===== src/hdl/dsp_pkg.sv =====
package dsp_pkg;

  // Fixed field widths of the request and result channels
  localparam int MODE_BITS   = 2;
  localparam int NODE_BITS   = 6;
  localparam int WEIGHT_BITS = 16;
  localparam int COUNT_BITS  = 7;
  localparam int DIST_BITS   = 22;

  // Distances saturate at the largest path_length
  localparam logic [DIST_BITS-1:0]  DIST_LIMIT       = '1;
  localparam logic [COUNT_BITS-1:0] NODE_COUNT_RESET = 7'd64;

  typedef enum logic [MODE_BITS-1:0] {
    MODE_CLEAR = 2'd0,
    MODE_EDGE  = 2'd1,
    MODE_QUERY = 2'd2
  } mode_t;

  typedef enum logic [3:0] {
    ST_CLEAR,
    ST_IDLE,
    ST_EDGE2,
    ST_INIT,
    ST_SCAN,
    ST_PICK,
    ST_RELAX,
    ST_FETCH,
    ST_DONE
  } state_t;

  // One word of node work memory
  typedef struct packed {
    logic                 done;
    logic                 reached;
    logic [DIST_BITS-1:0] distance;
  } node_word_t;

  // Status from the shared add/compare unit
  typedef struct packed {
    logic                 less;
    logic [DIST_BITS-1:0] sum;
  } alu_res_t;

endpackage


===== src/hdl/dsp_alu.sv =====
// Shared saturating add and less-than compare.
module dsp_alu #(
  parameter int WEIGHT_BITS = 16
) (
  input  logic [dsp_pkg::DIST_BITS-1:0] base,
  input  logic [WEIGHT_BITS-1:0]        addend,
  input  logic [dsp_pkg::DIST_BITS-1:0] limit,
  output dsp_pkg::alu_res_t             res
);

  localparam int SW = ((WEIGHT_BITS > dsp_pkg::DIST_BITS) ?
                       WEIGHT_BITS : dsp_pkg::DIST_BITS) + 1;

  logic [SW-1:0]                 sum_wide;
  logic [dsp_pkg::DIST_BITS-1:0] sum_sat;

  assign sum_wide = SW'(base) + SW'(addend);
  assign sum_sat  = (sum_wide > SW'(dsp_pkg::DIST_LIMIT)) ?
                    dsp_pkg::DIST_LIMIT : sum_wide[dsp_pkg::DIST_BITS-1:0];

  assign res.sum  = sum_sat;
  assign res.less = (sum_sat < limit);

endmodule


===== config.mk =====
export PLATFORM = sky130hd
export DESIGN_NAME = dsp_alu
export DESIGN_NICKNAME = d
export VERILOG_FILES = /design/src/hdl/dsp_pkg.sv /design/src/hdl/dsp_alu.sv
export SDC_FILE = /design/constraint.sdc
export NUM_CORES = 1
export LEC_CHECK = 0
export BUFFER_PORTS_ARGS = -buffer_cell sky130_fd_sc_hd__clkbuf_2
export CAP_MARGIN = 10
export CORE_UTILIZATION = 45
export DETAILED_ROUTE_END_ITERATION = 6
export GPL_ROUTABILITY_DRIVEN = 0
export PLACE_DENSITY = 0.78
export SKIP_LAST_GASP = 1
export SLEW_MARGIN = 20
export SYNTH_ARGS = -nofsm -noshare
export SYNTH_HDL_FRONTEND = slang
export SYNTH_SLANG_ARGS = --single-unit

===== constraint.sdc =====
create_clock -name vclk -period 3.4
set_input_delay 0.17 -clock vclk [all_inputs]
set_output_delay 0.17 -clock vclk [all_outputs]
set_load 0.1 [all_outputs]

== After elaboration in Yosys (flattened, before gate mapping) ==
Cells that the tools add are included.
Cells by class
  equality and inequality tests: 0
  order comparisons: 2
  mux-type cells: 1
  multipliers: 0
  divide/modulo/power cells: 0
  bitwise logic cells: 0
  $add $sub $neg: 1
  reduce and logical (&&, ||, !) cells: 0
  shifts and indexed selects: 0
Operators by type and width (number)
  adder 22 x 16 -> 23 bit: 1
  > comparator 23 x 22 -> 1 bit, second input constant: 1
  less-than comparator 22 bit: 1
  2-to-1 mux 22 bit: 1
Word-level totals
  bits in read-only memories: 0
  memory bits (writable): 0
  bits in latches: 0
  flip-flop bits (word level): 0
  memories: 0
  logic and storage cells: 4
  output and inout port bits: 23
  input bits: 60

== Logic depth before layout (Yosys ltp) ==
Gate-level depths: netlist (run 1).
  depth after elaboration: 4
  depth in mapped cells: 16

== Worst setup path before layout (run 1) ==
No wires, ideal clock.
  kind: input port to output port
  start: in base[4] (netlist name)
  end: out res[22] (netlist name)
  data required time: 3230 ps
  path buffers: 0
  cell stages on the path: 13
  slack: -3932 ps
  data arrival time: 7162 ps
  cell sequence: ha_1 -> and2_1 -> nand3_1 -> a211oi_1 -> o21ai_0 -> and3_1 -> o21ai_0 -> ha_1 -> a21o_1 -> a221o_1 -> a221oi_1 -> o31ai_1 -> a211oi_1
RTL lines
  start: declaration: RTL line dsp_alu.sv:5  | input logic [dsp_pkg::DIST_BITS-1:0] base,
  end: declaration: RTL line dsp_alu.sv:8  | output dsp_pkg::alu_res_t res

==> results of run 1 <==
[worst max-delay path, delay by kind of cell]
kind | cells | cell delay (ns)
AO/OA/AOI/OAI | 10 | 2.00
adder cells (fa/ha/maj) | 3 | 0.75
buffers and inverters | 3 | 0.49
AND/OR/NAND/NOR | 2 | 0.24
[power by group through the flow]
stage	sequential, W	clock [W]	combinational, W
4_1_cts	0	0	0.000968
6_report	0	0	0.00101
3_5_place_dp	0	0	0.000937
3_3_place_gp	0	0	0.000915
2_1_floorplan	0	0	0.000635
5_1_grt	0	0	0.00106
[cells by family (layout without fill, tap and decap cells)]
kind of cell | after synthesis | count (layout) | synth area share
XOR/XNOR | 10 | 10 | 0.0504
multiplexers | 3 | 3 | 0.0187
AND/OR/NAND/NOR | 86 | 86 | 0.254
buffers and inverters | 32 | 197 | 0.0727
AO/OA/AOI/OAI | 78 | 78 | 0.326
adder cells (fa/ha/maj) | 38 | 38 | 0.278
[final timing paths]
path,to,slack [ns],depth (start not counted),startpoint
max,res[22],-0.43,18,base[0]
min,res[22],0.83,4,limit[0]
[timing repair]
| action | CTS | global route |
|---|---|---|
| endpoints found under the setup margin | 1 | 2 |
| resized for setup | 5 | 7 |
| pin swaps | 11 | 1 |
| buffers inserted | 15 | 1 |
[area by class of cell]
| type | count | area (sq um) | share of cell area |
|---|---|---|---|
| Inverter | 29 | 109 | 0.0370 |
| Multi-Input combinational cell | 215 | 1690 | 0.574 |
| Tap cell | 48 | 60.1 | 0.0204 |
| Timing Repair Buffer | 168 | 1080 | 0.369 |
[through the flow]
step	setup WS (ns)	hold slack [ns]
detailed placement	-0.460	0.829
CTS	-0.333	0.832
floorplan	-1.88	0.692
finish	-0.429	0.826
global route	-0.515	0.849
global placement	-0.366	0.844
[synthesized netlist by cell type (4+ instances only)]
master	number
a211oi_1	5
a21o_1	13
a21oi_1	22
and3_1	4
ha_1	37
inv_1	29
nand2_1	34
nand2b_1	4
nand3_1	8
nand4_1	8
nor2_1	13
o21ai_0	8
xnor2_1	8
[routing by layer]
| layer | global-route usage | up-vias |
|---|---|---|
| li1 | - | 1247 |
| met1 | 0.340 | 1178 |
| met2 | 0.614 | 166 |
| met3 | 0.0286 | 44 |
| met4 | 0.172 | 0 |
| met5 | 0 | - |
==> impl_metrics.toml, run 1 <==
[critical_path]
critical_path_arrival_ns = 3.66
endpoint_kind = "output port"
start_kind = "primary input"
critical-path-slowest-cell = "fa_2"
crit_type = "in -> out"
worstPathMaxFanout = 7
max_stage_delay_ns = 0.37
cp_cell_sequence = "buf_6, ha_4, fa_2, a211oi_4, o21ai_2, nand4_2, a21oi_4, o31ai_4, buf_6, nand2_1, ha_1, a21o_1, a21o_1, a221o_1, a221oi_2, o31ai_2, a211oi_4, buf_12"
critPathRequiredTime_ns = 3.23

[floorplan]
core_region_area_sq_um = 3690
die-area_sq_um = 4110
die_h_microns = 64.1
fp-row-count = 22
io-pin-count = 83
die_width_microns = 64.1
start_util = 0.471

[sta]
totalNegativeSetupSlack_ns = -0.800
finalMaxSlewViolations = 0
timing_worst_slew_pin_value_ns = 0.568
final-setup-viol-count = 2
fin_ws_ns = -0.429
period_share = 1.13
finalHoldViolCount = 0
achievable-frequency_mhz = 261
slew_headroom = 0.623
setup_repair_after_global_routing_missed_its_margin = "true"
finalCriticalPeriod_ns = 3.83

[route]
routed_vias_inst = 5.73
wl_met2_microns = 3350
firstDrtPassIters = 4
route.met3.wl_microns = 457
drc = 0
vias = 2635
wire_length_reported_by_the_detailed_router_microns = 6840
highest_layer = "met4"
m1WireLength_microns = 2690
routed_wire_length_per_instance_microns = 14.9
detail-route-antenna-nets = 0
dr.first_iter.drc_count = 128

[layout]
leading_cell_type_in_the_layout_fill_and_taps_excluded = "buf_4"
layoutNonFillerInstCount = 460
antenna-diode-count = 0
finalNetCount = 512
most-common-layout-cells = "buf_4 (84), clkbuf_2 (79), ha_1 (35)"
share_of_cells_above_drive_strength_1 = 0.461
nClkBuffers = 0
finalCoreUtilization = 0.798
ff_latch_area_sq_um = 0
sequential_cell_total = 0
fillers = 250
synthToLayoutAreaGrowth_pct = 69.3
final_design_area_no_fill_sq_um = 2940

[power_and_ir_drop]
power_per_cell_area_nw_per_um2 = 343
power.share.clock = 0
p_leak_nw = 1.70
power.share.sequential = 0
netSwitchingPower_w = 0.000655
power.share.switching = 0.648
comb_power_share = 1.000
internal_power_w = 0.000356
irDropWorstVdd_uv = 223
total_power_w = 0.00101

[global_route]
first_global_vias = 2533
grt_start_max_net_pins = 8
grt_overall_usage = 0.320
globalRouteOverflowTotal = 0
antenna_found_initial = 0
grt_first_pass_wirelength_microns = 10600

[worst_hold_path]
holdCritPathClass = "in -> out"

[place]
dp_cells = 444
post_dp_cell_area_sq_um = 2770
buffers_added_on_ports = 83
detailedPlacementHpwl_microns = 5010

[job]
cap_violations = 0

[logic_synthesis]
yosysWarningCount = 0
library_cell_with_the_largest_summed_area_after_synthesis = "ha_1"
seq_area_frac_synth = 0
mappedNetlistArea_sq_um = 1740
average_cell_area_after_synthesis_sq_um = 7.04
synth_cell_type_count = 52
synth.net_count = 345
post-synth-top-area-fraction = 0.266
yosys-top-cells-area = "ha_1 (27%), nand2_1 (7.3%), a21oi_1 (6.3%)"
post_synth_inst_count = 247

[clocking]
cts_hold_buf = 0

[status]
failed_checks = "negative setup slack"
run_status = "finished with violations"
Note: power is estimated with default switching activity, not from simulation.
==> run 2, diff against run 1 <==
==> constraint.sdc (replaced) <==
create_clock -name vclk -period 3.4
set_input_delay 0.34 -clock vclk [all_inputs]
set_output_delay 0.34 -clock vclk [all_outputs]
set_load 0.1 [all_outputs]
==> run 2 against run 1 <==
  * Utilization down 1.8 points
  * Worst setup slack worse by 0.28 ns
  * Flip-flop and latch count unchanged
  * The flow still finishes with violations (negative setup slack)
  * Largest power group unchanged
  * Critical path type unchanged
  * Highest routed layer unchanged
  * Die area unchanged
  * Sequential share of layout area unchanged
  * Hold slack better by 0.36 ns
  * Total power down 4.9%
  * Cell count down 1.1%
==> impl_metrics.toml, run 2 (synthesized netlist as in run 1, its figures left out) <==
[worst_hold_path]
whs_path_depth = 4
holdCritPathClass = "in -> out"

[route]
firstDrtPassIters = 4
routed_wire_length_per_instance_microns = 12.3
drc = 0
detail-route-antenna-nets = 0
wl_met2_microns = 2930
m1WireLength_microns = 2450
route.met3.wl_microns = 176
wire_length_reported_by_the_detailed_router_microns = 5610
dr.first_iter.drc_count = 97
highest_layer = "met4"
vias = 2395
routed_vias_inst = 5.26

[sta]
achievable-frequency_mhz = 243
totalNegativeSetupSlack_ns = -0.708
holdWs_ns = 1.18
timing_worst_slew_pin_value_ns = 0.565
setup_repair_after_global_routing_missed_its_margin = "true"
period_share = 1.21
finalMaxSlewViolations = 0
slew_headroom = 0.625
fin_ws_ns = -0.708
finalCriticalPeriod_ns = 4.11
final-setup-viol-count = 1
finalHoldViolCount = 0

[layout]
finalNetCount = 507
nClkBuffers = 0
synthToLayoutAreaGrowth_pct = 65.6
ff_latch_area_sq_um = 0
leading_cell_type_in_the_layout_fill_and_taps_excluded = "clkbuf_2"
fillers = 292
antenna-diode-count = 0
layoutNonFillerInstCount = 455
sequential_cell_total = 0
multi_input_comb_area_sq_um = 1670
most-common-layout-cells = "clkbuf_2 (82), buf_4 (79), ha_1 (36)"
share_of_cells_above_drive_strength_1 = 0.450
final_design_area_no_fill_sq_um = 2880

[floorplan]
die-area_sq_um = 4110
start_util = 0.471
core_region_area_sq_um = 3690
die_h_microns = 64.1
fp-row-count = 22
io-pin-count = 83
die_width_microns = 64.1

[critical_path]
critical_path_arrival_ns = 3.77
endpoint_kind = "output port"
critPathRequiredTime_ns = 3.06
start_kind = "primary input"
worstPathMaxFanout = 3
crit_type = "in -> out"

[job]
cap_violations = 0

[place]
pre_cts_ws_ns = -0.805
buffers_added_on_ports = 83
dp_cells = 454
detailedPlacementHpwl_microns = 4900
post_dp_cell_area_sq_um = 2840

[global_route]
first_global_vias = 2319
grt_start_max_net_pins = 13
antenna_found_initial = 0
globalRouteOverflowTotal = 0
grt_overall_usage = 0.272
grt_first_pass_wirelength_microns = 9320

[power_and_ir_drop]
irDropWorstVdd_uv = 246
p_leak_nw = 1.69
power_per_cell_area_nw_per_um2 = 334

[clocking]
cts_hold_buf = 0

[status]
failed_checks = "negative setup slack"
run_status = "finished with violations"
run 2: changes by cell type in the layout (fill, tap and decap cells not counted), sizes merged:
cell,delta
clkbuf,+3
buf,-8
run 2: where the power goes:
group          internal, W  total (W)  switching, W
combinational     0.000338   0.000961      0.000622
clock                    0          0             0
sequential               0          0             0
total             0.000338   0.000961      0.000622
run 2: final cells by class:
| type | instances | share of cell area |
|---|---|---|
| Multi-Input combinational cell | 215 | 0.582 |
| Timing Repair Buffer | 163 | 0.360 |
| Inverter | 29 | 0.0378 |
| Tap cell | 48 | 0.0209 |
run 2: final timing paths:
| check | end | start | slack, ns |
|---|---|---|---|
| hold / removal | res[22] | limit[0] | 1.18 |
| setup / recovery | res[22] | base[0] | -0.71 |
run 2: what timing repair did:
action                     CTS  global route
resized for setup            3             2
setup buffers                0             1
pin swaps                    4             1
setup endpoints to repair    1             1
run 2: metrics by stage:
stage / total power [W] / utilization
after floorplan: 0.000635 / -
after CTS: 0.000949 / 0.774
final: 0.000961 / 0.780
after global placement: 0.000927 / 0.771
after global routing: 0.00103 / 0.780
after detailed placement: 0.000945 / 0.771
run 2: metal layers:
metal / vias to the layer above / GRT usage
met5: - / 0
met4: 0 / 0.0278
met3: 4 / 0.00179
met2: 58 / 0.555
met1: 1097 / 0.322
li1: 1236 / -
run 2: worst max-delay path, cell delays in order:
cell,delay [ns]
clkbuf_2,0.10
ha_4,0.17
fa_2,0.36
a211oi_2,0.24
o21ai_2,0.09
nand4_2,0.11
a21oi_4,0.09
o31ai_4,0.25
nand4_1,0.18
ha_1,0.34
a21o_1,0.17
a21o_1,0.16
a221o_1,0.33
a221oi_2,0.28
o31ai_2,0.14
a211oi_4,0.21
buf_12,0.21
